===== config.mk =====
export PLATFORM = sky130hd
export DESIGN_NAME = bm25sa_fifo
export DESIGN_NICKNAME = d
export VERILOG_FILES = /design/src/hw/rtl/bm25sa_fifo.sv
export SDC_FILE = /design/constraint.sdc
export NUM_CORES = 1
export LEC_CHECK = 0
export BUFFER_PORTS_ARGS = -buffer_cell sky130_fd_sc_hd__buf_4
export CORE_UTILIZATION = 48
export DETAILED_ROUTE_END_ITERATION = 6
export GPL_TIMING_DRIVEN = 0
export PLACE_DENSITY_LB_ADDON = 0.25
export SLEW_MARGIN = 20
export SYNTH_ARGS = -nofsm -noshare
export SYNTH_HDL_FRONTEND = slang
export SYNTH_SLANG_ARGS = --single-unit

===== constraint.sdc =====
create_clock -name clock -period 2.05 [get_ports clock]
set_input_delay 0.3075 -clock clock [delete_from_list [all_inputs] [get_ports clock]]
set_output_delay 0.3075 -clock clock [all_outputs]
set_load 0.02 [all_outputs]

===== src/hw/rtl/bm25sa_fifo.sv =====
`timescale 1ns / 1ps
`default_nettype none
module bm25sa_fifo #(
   parameter int WIDTH = 8,
   parameter int DEPTH = 2
) (
   input  wire logic             clock,
   input  wire logic             reset,
   input  wire logic             push,
   input  wire logic [WIDTH-1:0] push_data,
   output logic                  full,
   input  wire logic             pop,
   output logic      [WIDTH-1:0] pop_data,
   output logic                  empty
);
   localparam int PW = (DEPTH > 1) ? $clog2(DEPTH) : 1;
   localparam int CW = $clog2(DEPTH + 1);

   logic [WIDTH-1:0] entry_ff [DEPTH];
   logic [PW-1:0]    wr_ptr_ff, wr_ptr_in, rd_ptr_ff, rd_ptr_in;
   logic [CW-1:0]    count_ff, count_in;
   logic             do_push, do_pop;

   assign full     = (count_ff == CW'(DEPTH));
   assign empty    = (count_ff == '0);
   assign do_push  = push && !full;
   assign do_pop   = pop && !empty;
   assign pop_data = entry_ff[rd_ptr_ff];

   always_comb begin
      wr_ptr_in = wr_ptr_ff;
      rd_ptr_in = rd_ptr_ff;
      count_in  = count_ff;
      if (do_push) begin
         wr_ptr_in = (wr_ptr_ff == PW'(DEPTH - 1)) ? '0 : wr_ptr_ff + 1'b1;
      end
      if (do_pop) begin
         rd_ptr_in = (rd_ptr_ff == PW'(DEPTH - 1)) ? '0 : rd_ptr_ff + 1'b1;
      end
      if (do_push && !do_pop) begin
         count_in = count_ff + 1'b1;
      end else if (do_pop && !do_push) begin
         count_in = count_ff - 1'b1;
      end
   end

   always_ff @(posedge clock) begin
      if (reset) begin
         wr_ptr_ff <= '0;
         rd_ptr_ff <= '0;
         count_ff  <= '0;
      end else begin
         wr_ptr_ff <= wr_ptr_in;
         rd_ptr_ff <= rd_ptr_in;
         count_ff  <= count_in;
      end
   end

   always_ff @(posedge clock) begin
      if (do_push) begin
         entry_ff[wr_ptr_ff] <= push_data;
      end
   end
endmodule
`default_nettype wire


== After elaboration in Yosys (flattened, before gate mapping) ==
Memory sizes are Yosys's and may differ from the RTL's. A register that Yosys moved wholly into a read port is not among the register bits.
Cells that the tools add are included.

* Register bits after elaboration: 4
* RAM bits: 16
* Input bits: 12
* Output and inout bits: 10
* Word-level logic and storage cells: 27
* Memories: 1

{| class="wikitable"
|+ Memory list
! name !! words !! bits a word !! rd ports !! clocked after memory_dff !! write ports !! line !! source
|-
| entry_ff || 2 || 8 || 1 || 1 || 1 || 19 || <nowiki>logic [WIDTH-1:0] entry_ff [DEPTH];</nowiki>
|}

* Add/subtract/negate cells: 4
* Equal/unequal tests: 1
* Multiplexer cells: 8
* Reductions and logical operators: 10

{| class="wikitable"
|+ Operators by type and width
! operator !! count
|-
| two-way mux 1 bit || 6
|-
| logical AND 1 bit || 4
|-
| zero test 1 bit || 4
|-
| two-way mux 2 bit || 2
|-
| adder 1 bit, second input constant || 2
|-
| adder 2 x 1 -> 2 bit, second input constant || 1
|-
| == test 2 bit, second input constant || 1
|-
| zero test 2 bit || 1
|-
| nonzero test 2 bit || 1
|-
| subtractor 2 x 1 -> 2 bit, second input constant || 1
|}

== Depth between registers and ports, before layout ==
Gate-level depths: netlist of run 1.

* Depth after elaboration: 7
* Depth in mapped cells: 6
* Gate-level depth less buffers: 6

== Worst setup path before layout of run 1 ==
OpenSTA, ideal clock, no wires.

* Path kind: flip-flop to flip-flop
* Start point: reg count_ff[1]
* End point: reg count_ff[1]
* Library setup time: 0.070 ns
* Arrival time: 1.517 ns
* Data required time: 1.980 ns
* Slack: 0.463 ns
* Stages on the path, launching flop included: 6
* Path buffers: 0
* Period minus slack after synthesis: 1.587 ns
* Cell sequence: dfxtp_1 -> nor2b_2 -> nor2_1 -> ha_1 -> or3_1 -> a21oi_1

* Word-level cells in the longest chain between the ends: 6
* Elaborated cells on any way between the ends: 15
* Classes of those cells: 2 x add/sub; 1 x eq/ne; 2 x mux; 10 x reduce/logical

{| class="wikitable"
|+ Ends and longest elaborated chain
! what !! line !! source
|-
| start: declaration || 21 || <nowiki>logic [CW-1:0] count_ff, count_in;</nowiki>
|-
| start signal: assignment || 55 || <nowiki>count_ff <= count_in;</nowiki>
|-
| == test 2 bit (*) || 24 || <nowiki>assign full = (count_ff == CW'(DEPTH));</nowiki>
|-
| named net full || 11 || <nowiki>output logic full,</nowiki>
|-
| zero test 1 bit (*) || 26 || <nowiki>assign do_push = push && !full;</nowiki>
|-
| logical AND 1 bit (*) || 26 ||
|-
| zero test 1 bit || 42 || <nowiki>end else if (do_pop && !do_push) begin</nowiki>
|-
| logical AND 1 bit || 42 ||
|-
| nonzero test 2 bit (no source line) || n/a ||
|}

The timed path passes the listed nets; every way through them passes the cells marked *. The select of a mux whose other input is x is not followed.
A chain may end at the register's enable or synchronous reset.

==> results of run 1 <==
## worst max-delay path: stages (launching register included)
cell and delay, ps:
dfxtp_1 320, buf_2 210, mux2_2 360, buf_4 160
## cells in the mapped netlist, drive strengths merged
cell type	n	area share, %
o21ai	3	1.9
dfxtp	5	13
inv	2	0.95
ha	1	1.6
and2	1	0.79
edfxtp	16	61
xor2	3	3.3
nor2b	1	1.1
a21oi	2	1.3
mux2	8	11
nor2	5	2.4
buf	1	0.63
or3	2	1.6
## state kept, by name, indices dropped and copies added (netlist names), named ones only
name	count
rd_ptr_ff	1
wr_ptr_ff	1
count_ff	2
entry_ff	16
## worst max path at each step
stage,startpoint,endpoint,slack [ps],cells after the start
detailed placement,count_ff[0]$_SDFFE_PP0P_,count_ff[1]$_SDFFE_PP0P_,480,4
finish,register,pop_data[6],410,3
CTS,register,pop_data[4],380,3
floorplan,count_ff[1]$_SDFFE_PP0P_,count_ff[1]$_SDFFE_PP0P_,460,5
global placement,count_ff[0]$_SDFFE_PP0P_,count_ff[1]$_SDFFE_PP0P_,510,4
global route,count_ff[1]$_SDFFE_PP0P_,count_ff[1]$_SDFFE_PP0P_,340,5
## through the flow
stage | cell area, sq um | std cells
4_1_cts | 997 | 91
3_3_place_gp | 971 | 87
2_1_floorplan | 793 | 50
5_1_grt | 997 | 91
3_5_place_dp | 971 | 87
6_report | 997 | 91
## area by class of cell
cell class / count / area, sq um
buffer: 1 / 5.00
clock buffer: 4 / 26.3
fill: 127 / 527
inverter: 2 / 7.51
multi-input combinational: 26 / 200
sequential: 21 / 581
tap: 16 / 20.0
timing repair buffer: 21 / 158
## logic make-up after synthesis
kind of cell / Yosys count / synth area share, %
buffers and inverters: 3 / 1.58
AO/OA/AOI/OAI: 5 / 3.15
multiplexers: 8 / 11.4
flip-flops: 21 / 73.2
XOR/XNOR: 3 / 3.31
adder cells (fa/ha/maj): 1 / 1.58
AND/OR/NAND/NOR: 9 / 5.84
## routing by layer
metal	vias up	track usage (%)	wire length, um
li1	230	-	-
met1	226	18.4	476
met2	15	25.2	603
met3	2	3.40	58
met4	0	7.50	6
met5	-	0	0
## where the power goes
part	internal (W)	switching (W)	total, W	leakage [nW]
combinational	0.000217	0.000247	0.000464	0.195
clock	0.0000756	0.000110	0.000185	0.0150
sequential	0.000543	0.0000360	0.000579	0.191
==> results.md, run 1 <==
* Initial Utilization at 52.1%
* Period minus WS final at 1640 ps
* R2R depth at 4
* Worst path required time at 1740 ps
* Vias at 473
* Pre-CTS setup slack at 478 ps
* PnR Total Power at 0.00123 W
* Syn avg cell area at 15.9 sq um
* Worst Setup Start Kind: register
* Post-Route WL at 1150 um
* DRT Pass-1 Iters at 4
* Count of hold-fix buffers inserted at cts at 0
* Latest clock arrival within the worst-skew pair at 290 ps
* Slew Viols, Final at 0
* CTS buffer count at 3
* RSZ-0062 raised after global routing: no
* Reg2reg start: count_ff[0]$_SDFFE_PP0P_
* Synth Instances at 50
* Critical Path AT at 1340 ps
* DR iter-0 viols at 7
* Hold EP: entry_ff[1][6]$_DFFE_PP_
* Post-synthesis cell area at 793 sq um
* # DRC at 0
* P per Cell Area at 1230 nW/um^2
* CTS H-tree depth at 1
* Synth Register Bits at 21
* Commonest non-fill, non-tap cell in the layout: buf_4
* Critical path class: reg2out
* # setup viols final at 0
* DP HPWL at 843 um
* Worst min path class: in2reg
* Resized cells post-CTS at 0
* Final Hold Viols at 0
* RePlAce Congestion at 0.651
* Commonest non-fill, non-tap cells in the layout: buf_4 (21), edfxtp_1 (16), mux2_2 (8)
* Nets@finish at 89
* Post-CTS Setup Bufs at 0
* Min-delay src: push_data[6]
* Min Hold Slack at 194 ps
* Pin count of the biggest net entering global routing at 12
* First-pass GRT wire length at 2040 um
* Number of global-route vias before repair at 483
* VDD IR max at 0.832 mV
* Final TNS setup at 0 ps
* Slew HR at 75.2%
* Antenna violations before repair at 0
* Ports at 22
* Cell Rows at 14
* Post-route ant nets at 0
* Final worst-path cycle share at 80.2%
* LEAKAGE at 0.401 nW
* Vias/cell at 5.20
* Clock sinks at 21
* Yosys warns at 0
* Area Overhead vs Synth at 25.7%
* MaxCap Viol Count at 0
* RR Endpoint: count_ff[1]$_SDFFE_PP0P_
* Die area at 1820 sq um
* Root Driver: clkbuf_4
* CTS clk-pin slew, worst paths at 100 ps
* Status: finished, final reports clean
* Global Route Usage Sum at 15.1%
* Cell count of the worst hold path at 1
* Worst R2R Setup Slack at 470 ps
* Fraction of layout cells with a size suffix above 1 at 45.3%
* Count of different cell masters after synthesis at 13
* Final WS setup at 406 ps
* Core Util, Final at 65.4%
* Die width at 42.7 um
* Register area share after synthesis at 73.2%
* Core Box Area at 1520 sq um
* Input/output buffers at 21
* Syn nets at 63
* Fmax at 0.608 GHz
* Drt wl/cell at 12.6 um
* DIE HEIGHT at 42.7 um
* CTS tree: done
* GRT overflow at 0
* Critical path fanouts, max at 8
* Clock buffer depth at 2
* N_diodes at 0
* Worst Max-Slew Pin Slew at 371 ps
* Clk_skew at 3.13 ps
* Worst setup EP type: primary output
Power figures use the tool's default switching activity.
==> run 2, diff against run 1 <==
clock period = 1.6 ns   (was 2.05 ns; I/O delays follow)
==> results.md, run 2 (synthesis gave the netlist of run 1 again) <==
* Status: finished, final reports clean
* Area Overhead vs Synth at 27.3%
* VDD IR max at 1.06 mV
* Min Hold Slack at 124 ps
* Cell Rows at 14
* LEAKAGE at 0.404 nW
* Core Box Area at 1520 sq um
* DIE HEIGHT at 42.7 um
* DR iter-0 viols at 9
* GRT overflow at 0
* Final TNS setup at 0 ps
* Core Util, Final at 66.3%
* Initial Utilization at 52.1%
* N_diodes at 0
* CTS clk-pin slew, worst paths at 100 ps
* CP peak stage delay at 350 ps
* Count of hold-fix buffers inserted at cts at 0
* Worst path required time at 1360 ps
* # DRC at 0
* Critical path fanouts, max at 8
* Global Route Usage Sum at 15.1%
* DP HPWL at 843 um
* Worst setup EP type: primary output
* Clk_skew at 3.63 ps
* RePlAce Congestion at 0.651
* Final worst-path cycle share at 95.1%
* P per Cell Area at 1590 nW/um^2
* CP Depth at 3
* Fin area at 1010 sq um
* Nets@finish at 89
* Clock sinks at 21
* R2R depth at 5
* Latest clock arrival within the worst-skew pair at 290 ps
* Cell count of the worst hold path at 2
* Critical Path Most Common Cell: buf_4
* Critical path class: reg2out
* Die area at 1820 sq um
* Worst Max-Slew Pin Slew at 372 ps
* First-pass GRT wire length at 2040 um
* Final Hold Viols at 0
* Ports at 22
* # setup viols final at 0
* CTS tree: done
* Antenna violations before repair at 0
* Clock buffer depth at 2
* Post-CTS Setup Bufs at 0
* Vias at 475
* Biggest register: entry_ff
* Critical Path AT at 1280 ps
* Input/output buffers at 21
* Fraction of layout cells with a size suffix above 1 at 48.0%
* CTS buffer count at 3
* Worst min path class: in2reg
* Number of global-route vias before repair at 483
* Commonest non-fill, non-tap cells in the layout: buf_4 (22), edfxtp_1 (16), mux2_2 (8)
* RSZ-0062 raised after global routing: no
* Period minus WS final at 1520 ps
* Worst Setup Start Kind: register
* Slew Viols, Final at 0
* Placed cell area at 971 sq um
* Pin count of the biggest net entering global routing at 12
* Crit-path leading delay family: multiplexers
* Post-route ant nets at 0
* CTS H-tree depth at 1
* Largest register FFs at 16
* Post-Route WL at 1160 um
* Vias/cell at 5.22
* Largest registers: entry_ff x16, count_ff x2
* Worst R2R Setup Slack at 110 ps
* DRT Pass-1 Iters at 4
* Die width at 42.7 um
* MaxCap Viol Count at 0
* Crit-path cells: buf_4 -> mux2_2 -> buf_4
* Slew HR at 75.2%
* Commonest non-fill, non-tap cell in the layout: buf_4
* Root Driver: clkbuf_4
* Bufs and invs on worst path at 2
* CP max stage cell: mux2_2
* Fmax at 0.657 GHz
* Drt wl/cell at 12.7 um
==> run 2: area by class of cell <==
class	instances	area [sq um]
timing repair buffer	21	158
tap	16	20.0
clock buffer	4	26.3
fill	124	514
multi-input combinational	26	205
inverter	2	7.51
buffer	1	7.51
sequential	21	586
==> run 2: final timing paths <==
kind,startpoint,end
worst max-delay path,register,pop_data[6]
worst min-delay path,reset,count_ff[1]$_SDFFE_PP0P_
worst max register to register,count_ff[1]$_SDFFE_PP0P_,count_ff[1]$_SDFFE_PP0P_
worst min register to register,wr_ptr_ff$_SDFFE_PP0N_,wr_ptr_ff$_SDFFE_PP0N_
==> run 2: power by group <==
group | total, W | internal [W] | switching [W]
sequential | 0.000757 | 0.000705 | 0.0000516
clock | 0.000238 | 0.0000969 | 0.000141
combinational | 0.000611 | 0.000294 | 0.000317
==> run 2: timing repair <==
action,CTS,global route
gates resized for setup,1,5
endpoints found under the setup margin,1,1
cloned,0,0
endpoints found under the hold margin,0,0
pin swaps,0,0
==> run 2: routing by layer <==
layer  global-route usage (%)  wire [um]  up-vias
li1                         -          -      231
met4                     7.50          6        0
met1                     18.4        478      227
met5                        0          0        -
met2                     25.2        614       15
met3                     3.40         58        2
==> run 2: metrics by stage <==
| step | total power, W | worst slack (ps) | cells |
|---|---|---|---|
| global route | 0.00170 | 8.71 | 91 |
| detailed placement | 0.00136 | 27.5 | 87 |
| finish | 0.00161 | 79.1 | 91 |
| global placement | 0.00133 | 56.0 | 87 |
| CTS | 0.00160 | 15.4 | 91 |
| floorplan | 0.00114 | 13.4 | 50 |
==> run 2: worst register-to-register path, delay by kind of cell (launching register included) <==
kind,cells,cell delay [ps]
flops,1,380
fa+ha+maj,1,310
compound gates,1,130
simple gates,3,590
==> run 3, diff against run 2 <==
ABC_AREA = 1   (was not set)
CORE_MARGIN = 4   (was not set)
CORE_UTILIZATION = 49   (was 48)
==> results.md, run 3 <==
* Status: finished, final reports clean
* Commonest non-fill, non-tap cell in the layout: buf_4
* Antenna violations before repair at 0
* Count of hold-fix buffers inserted at cts at 0
* Yosys warns at 0
* DIE HEIGHT at 49.1 um
* LEAKAGE at 0.430 nW
* Worst Setup Start Kind: register
* Vias at 517
* VDD IR max at 1.01 mV
* Largest register FFs at 16
* Hold EP: entry_ff[1][4]$_DFFE_PP_
* CTS H-tree depth at 1
* Critical path class: reg2out
* Worst min path class: in2reg
* # DRC at 0
* Clock buffer depth at 2
* CTS buffer count at 3
* Latest clock arrival within the worst-skew pair at 290 ps
* Die area at 2410 sq um
* Dominant cells by area after synthesis: edfxtp_1 (58%), dfxtp_1 (12%), mux2_2 (11%)
* Post-CTS Setup Bufs at 0
* Post-synthesis cell area at 828 sq um
* Cell with the most instances after synthesis: edfxtp_1
* Vias/cell at 5.02
* Fin cells at 103
* Cell Rows at 14
* Count of different cell masters after synthesis at 16
* Area leader, netlist: edfxtp_1
* Worst setup EP type: primary output
* Syn nets at 75
* CTS tree: done
* Top-area cell type share of the netlist area at 58.0%
* Final worst-path cycle share at 95.8%
* # setup viols final at 0
* GRT overflow at 0
* RePlAce Congestion at 0.753
* Input/output buffers at 21
* Worst Max-Slew Pin Slew at 438 ps
* Global Route Usage Sum at 11.4%
* Slew HR at 70.8%
* MaxCap Viol Count at 0
* CTS clk-pin slew, worst paths at 110 ps
* Worst path required time at 1360 ps
* Placed cell area at 1010 sq um
* Reg2reg start: count_ff[1]$_SDFFE_PP0P_
* Root Driver: clkbuf_4
* Worst R2R Setup Slack at 160 ps
* Nets@finish at 101
* P per Cell Area at 1540 nW/um^2
* Synth async-reset ratio at 0%
* Cell count of the worst hold path at 1
* RR Endpoint: count_ff[1]$_SDFFE_PP0P_
* Biggest register: entry_ff
* Synth cell count leaders: edfxtp_1 (16), nor2_1 (9), mux2_2 (8)
* Post-Route WL at 1320 um
* Ports at 22
* EDFF count, synth at 16
* Clk_skew at 1.99 ps
* R2R depth at 9
* Synth Instances at 62
* Fmax at 0.653 GHz
* DR iter-0 viols at 5
* N_diodes at 0
* Final TNS setup at 0 ps
* Commonest non-fill, non-tap cells in the layout: buf_4 (21), edfxtp_1 (16), mux2_2 (8)
* Period minus WS final at 1530 ps
* First-pass GRT wire length at 2060 um
* Drt wl/cell at 12.8 um
* DRT Pass-1 Iters at 4
* Fraction of layout cells with a size suffix above 1 at 46.0%
* Number of global-route vias before repair at 525
* Final Hold Viols at 0
* Fin area at 1050 sq um
* Clock sinks at 21
* Slew Viols, Final at 0
* Critical Path AT at 1290 ps
* Dpl cells at 99
* Largest registers: entry_ff x16, count_ff x2
* Primary FF master, synth: edfxtp_1
* DP HPWL at 963 um
* RSZ-0062 raised after global routing: no
* Register area share after synthesis at 70.1%
* Area Overhead vs Synth at 26.9%
* Initial Utilization at 53.1%
* Core Box Area at 1560 sq um
* Pin count of the biggest net entering global routing at 12
* Die width at 49.1 um
* Synth Register Bits at 21
* Min-delay src: push_data[4]
* Critical path fanouts, max at 8
* Post-route ant nets at 0
* Core Util, Final at 67.4%
* Syn avg cell area at 13.4 sq um
-- run 3: changes by cell type after synthesis, sizes merged, moves of 2 or more --
| cell | delta |
|---|---|
| inv | +7 |
| or3 | -2 |
| xor2 | -3 |
| nor2 | +4 |
| nand2 | +4 |
| o21ai | +2 |
-- run 3: repair_timing --
action | CTS | global route
gates resized for setup | 2 | 3
setup endpoints to repair | 16 | 16
endpoints found under the hold margin | 0 | 0
gates cloned | 0 | 0
-- run 3: how the worst max path moves through the flow --
stage                                   from                        to  slack (ps)  cells after the start
floorplan           count_ff[0]$_SDFFE_PP0P_  entry_ff[1][0]$_DFFE_PP_         280                      2
global placement    count_ff[0]$_SDFFE_PP0P_  entry_ff[1][6]$_DFFE_PP_          30                      2
detailed placement  count_ff[0]$_SDFFE_PP0P_  entry_ff[1][3]$_DFFE_PP_          10                      2
CTS                 count_ff[0]$_SDFFE_PP0P_  entry_ff[0][0]$_DFFE_PP_          20                      2
global route                        register               pop_data[0]           9                      3
finish                              register               pop_data[1]          70                      3
-- run 3: worst max-delay path: stages (launching register included) --
cell	delay, ps
dfxtp_1	350
buf_6	140
mux2_2	340
buf_4	160
-- run 3: cell type report --
type | instances | area, sq um
inverter | 9 | 33.8
fill | 131 | 508
multi-input combinational | 31 | 221
tap | 16 | 20.0
timing repair buffer | 21 | 158
buffer | 1 | 11.3
clock buffer | 4 | 26.3
sequential | 21 | 581
-- run 3: power breakdown --
part | switching [W] | internal (W) | total [W]
Clock | 0.000147 | 0.0000970 | 0.000244
Sequential | 0.0000638 | 0.000696 | 0.000760
Combinational | 0.000339 | 0.000279 | 0.000618
-- run 3: kinds of logic (layout without fill, tap and decap cells) --
logic type,Yosys count,in the layout,synth area share [%]
compound gates,6,6,4.53
buf+inv,10,35,4.68
flops,21,21,70.1
fa+ha+maj,1,1,1.51
simple gates,16,16,8.31
mux,8,8,10.9
-- run 3: routing by layer --
layer	share of wire, %	GRT usage, %	up-vias
li1	-	-	261
met1	41	12.0	245
met2	54	21.4	11
met3	4.3	1.83	0
met4	0	5.69	0
met5	0	0	-
-- run 3: stage by stage --
stage / power (W) / setup slack (ps) / hold WS, ps
floorplan: 0.00115 / 279 / 339
global placement: 0.00135 / 33.6 / 425
detailed placement: 0.00137 / 9.89 / 429
CTS: 0.00162 / 19.9 / 115
global route: 0.00172 / 9.15 / 104
finish: 0.00162 / 67.6 / 123
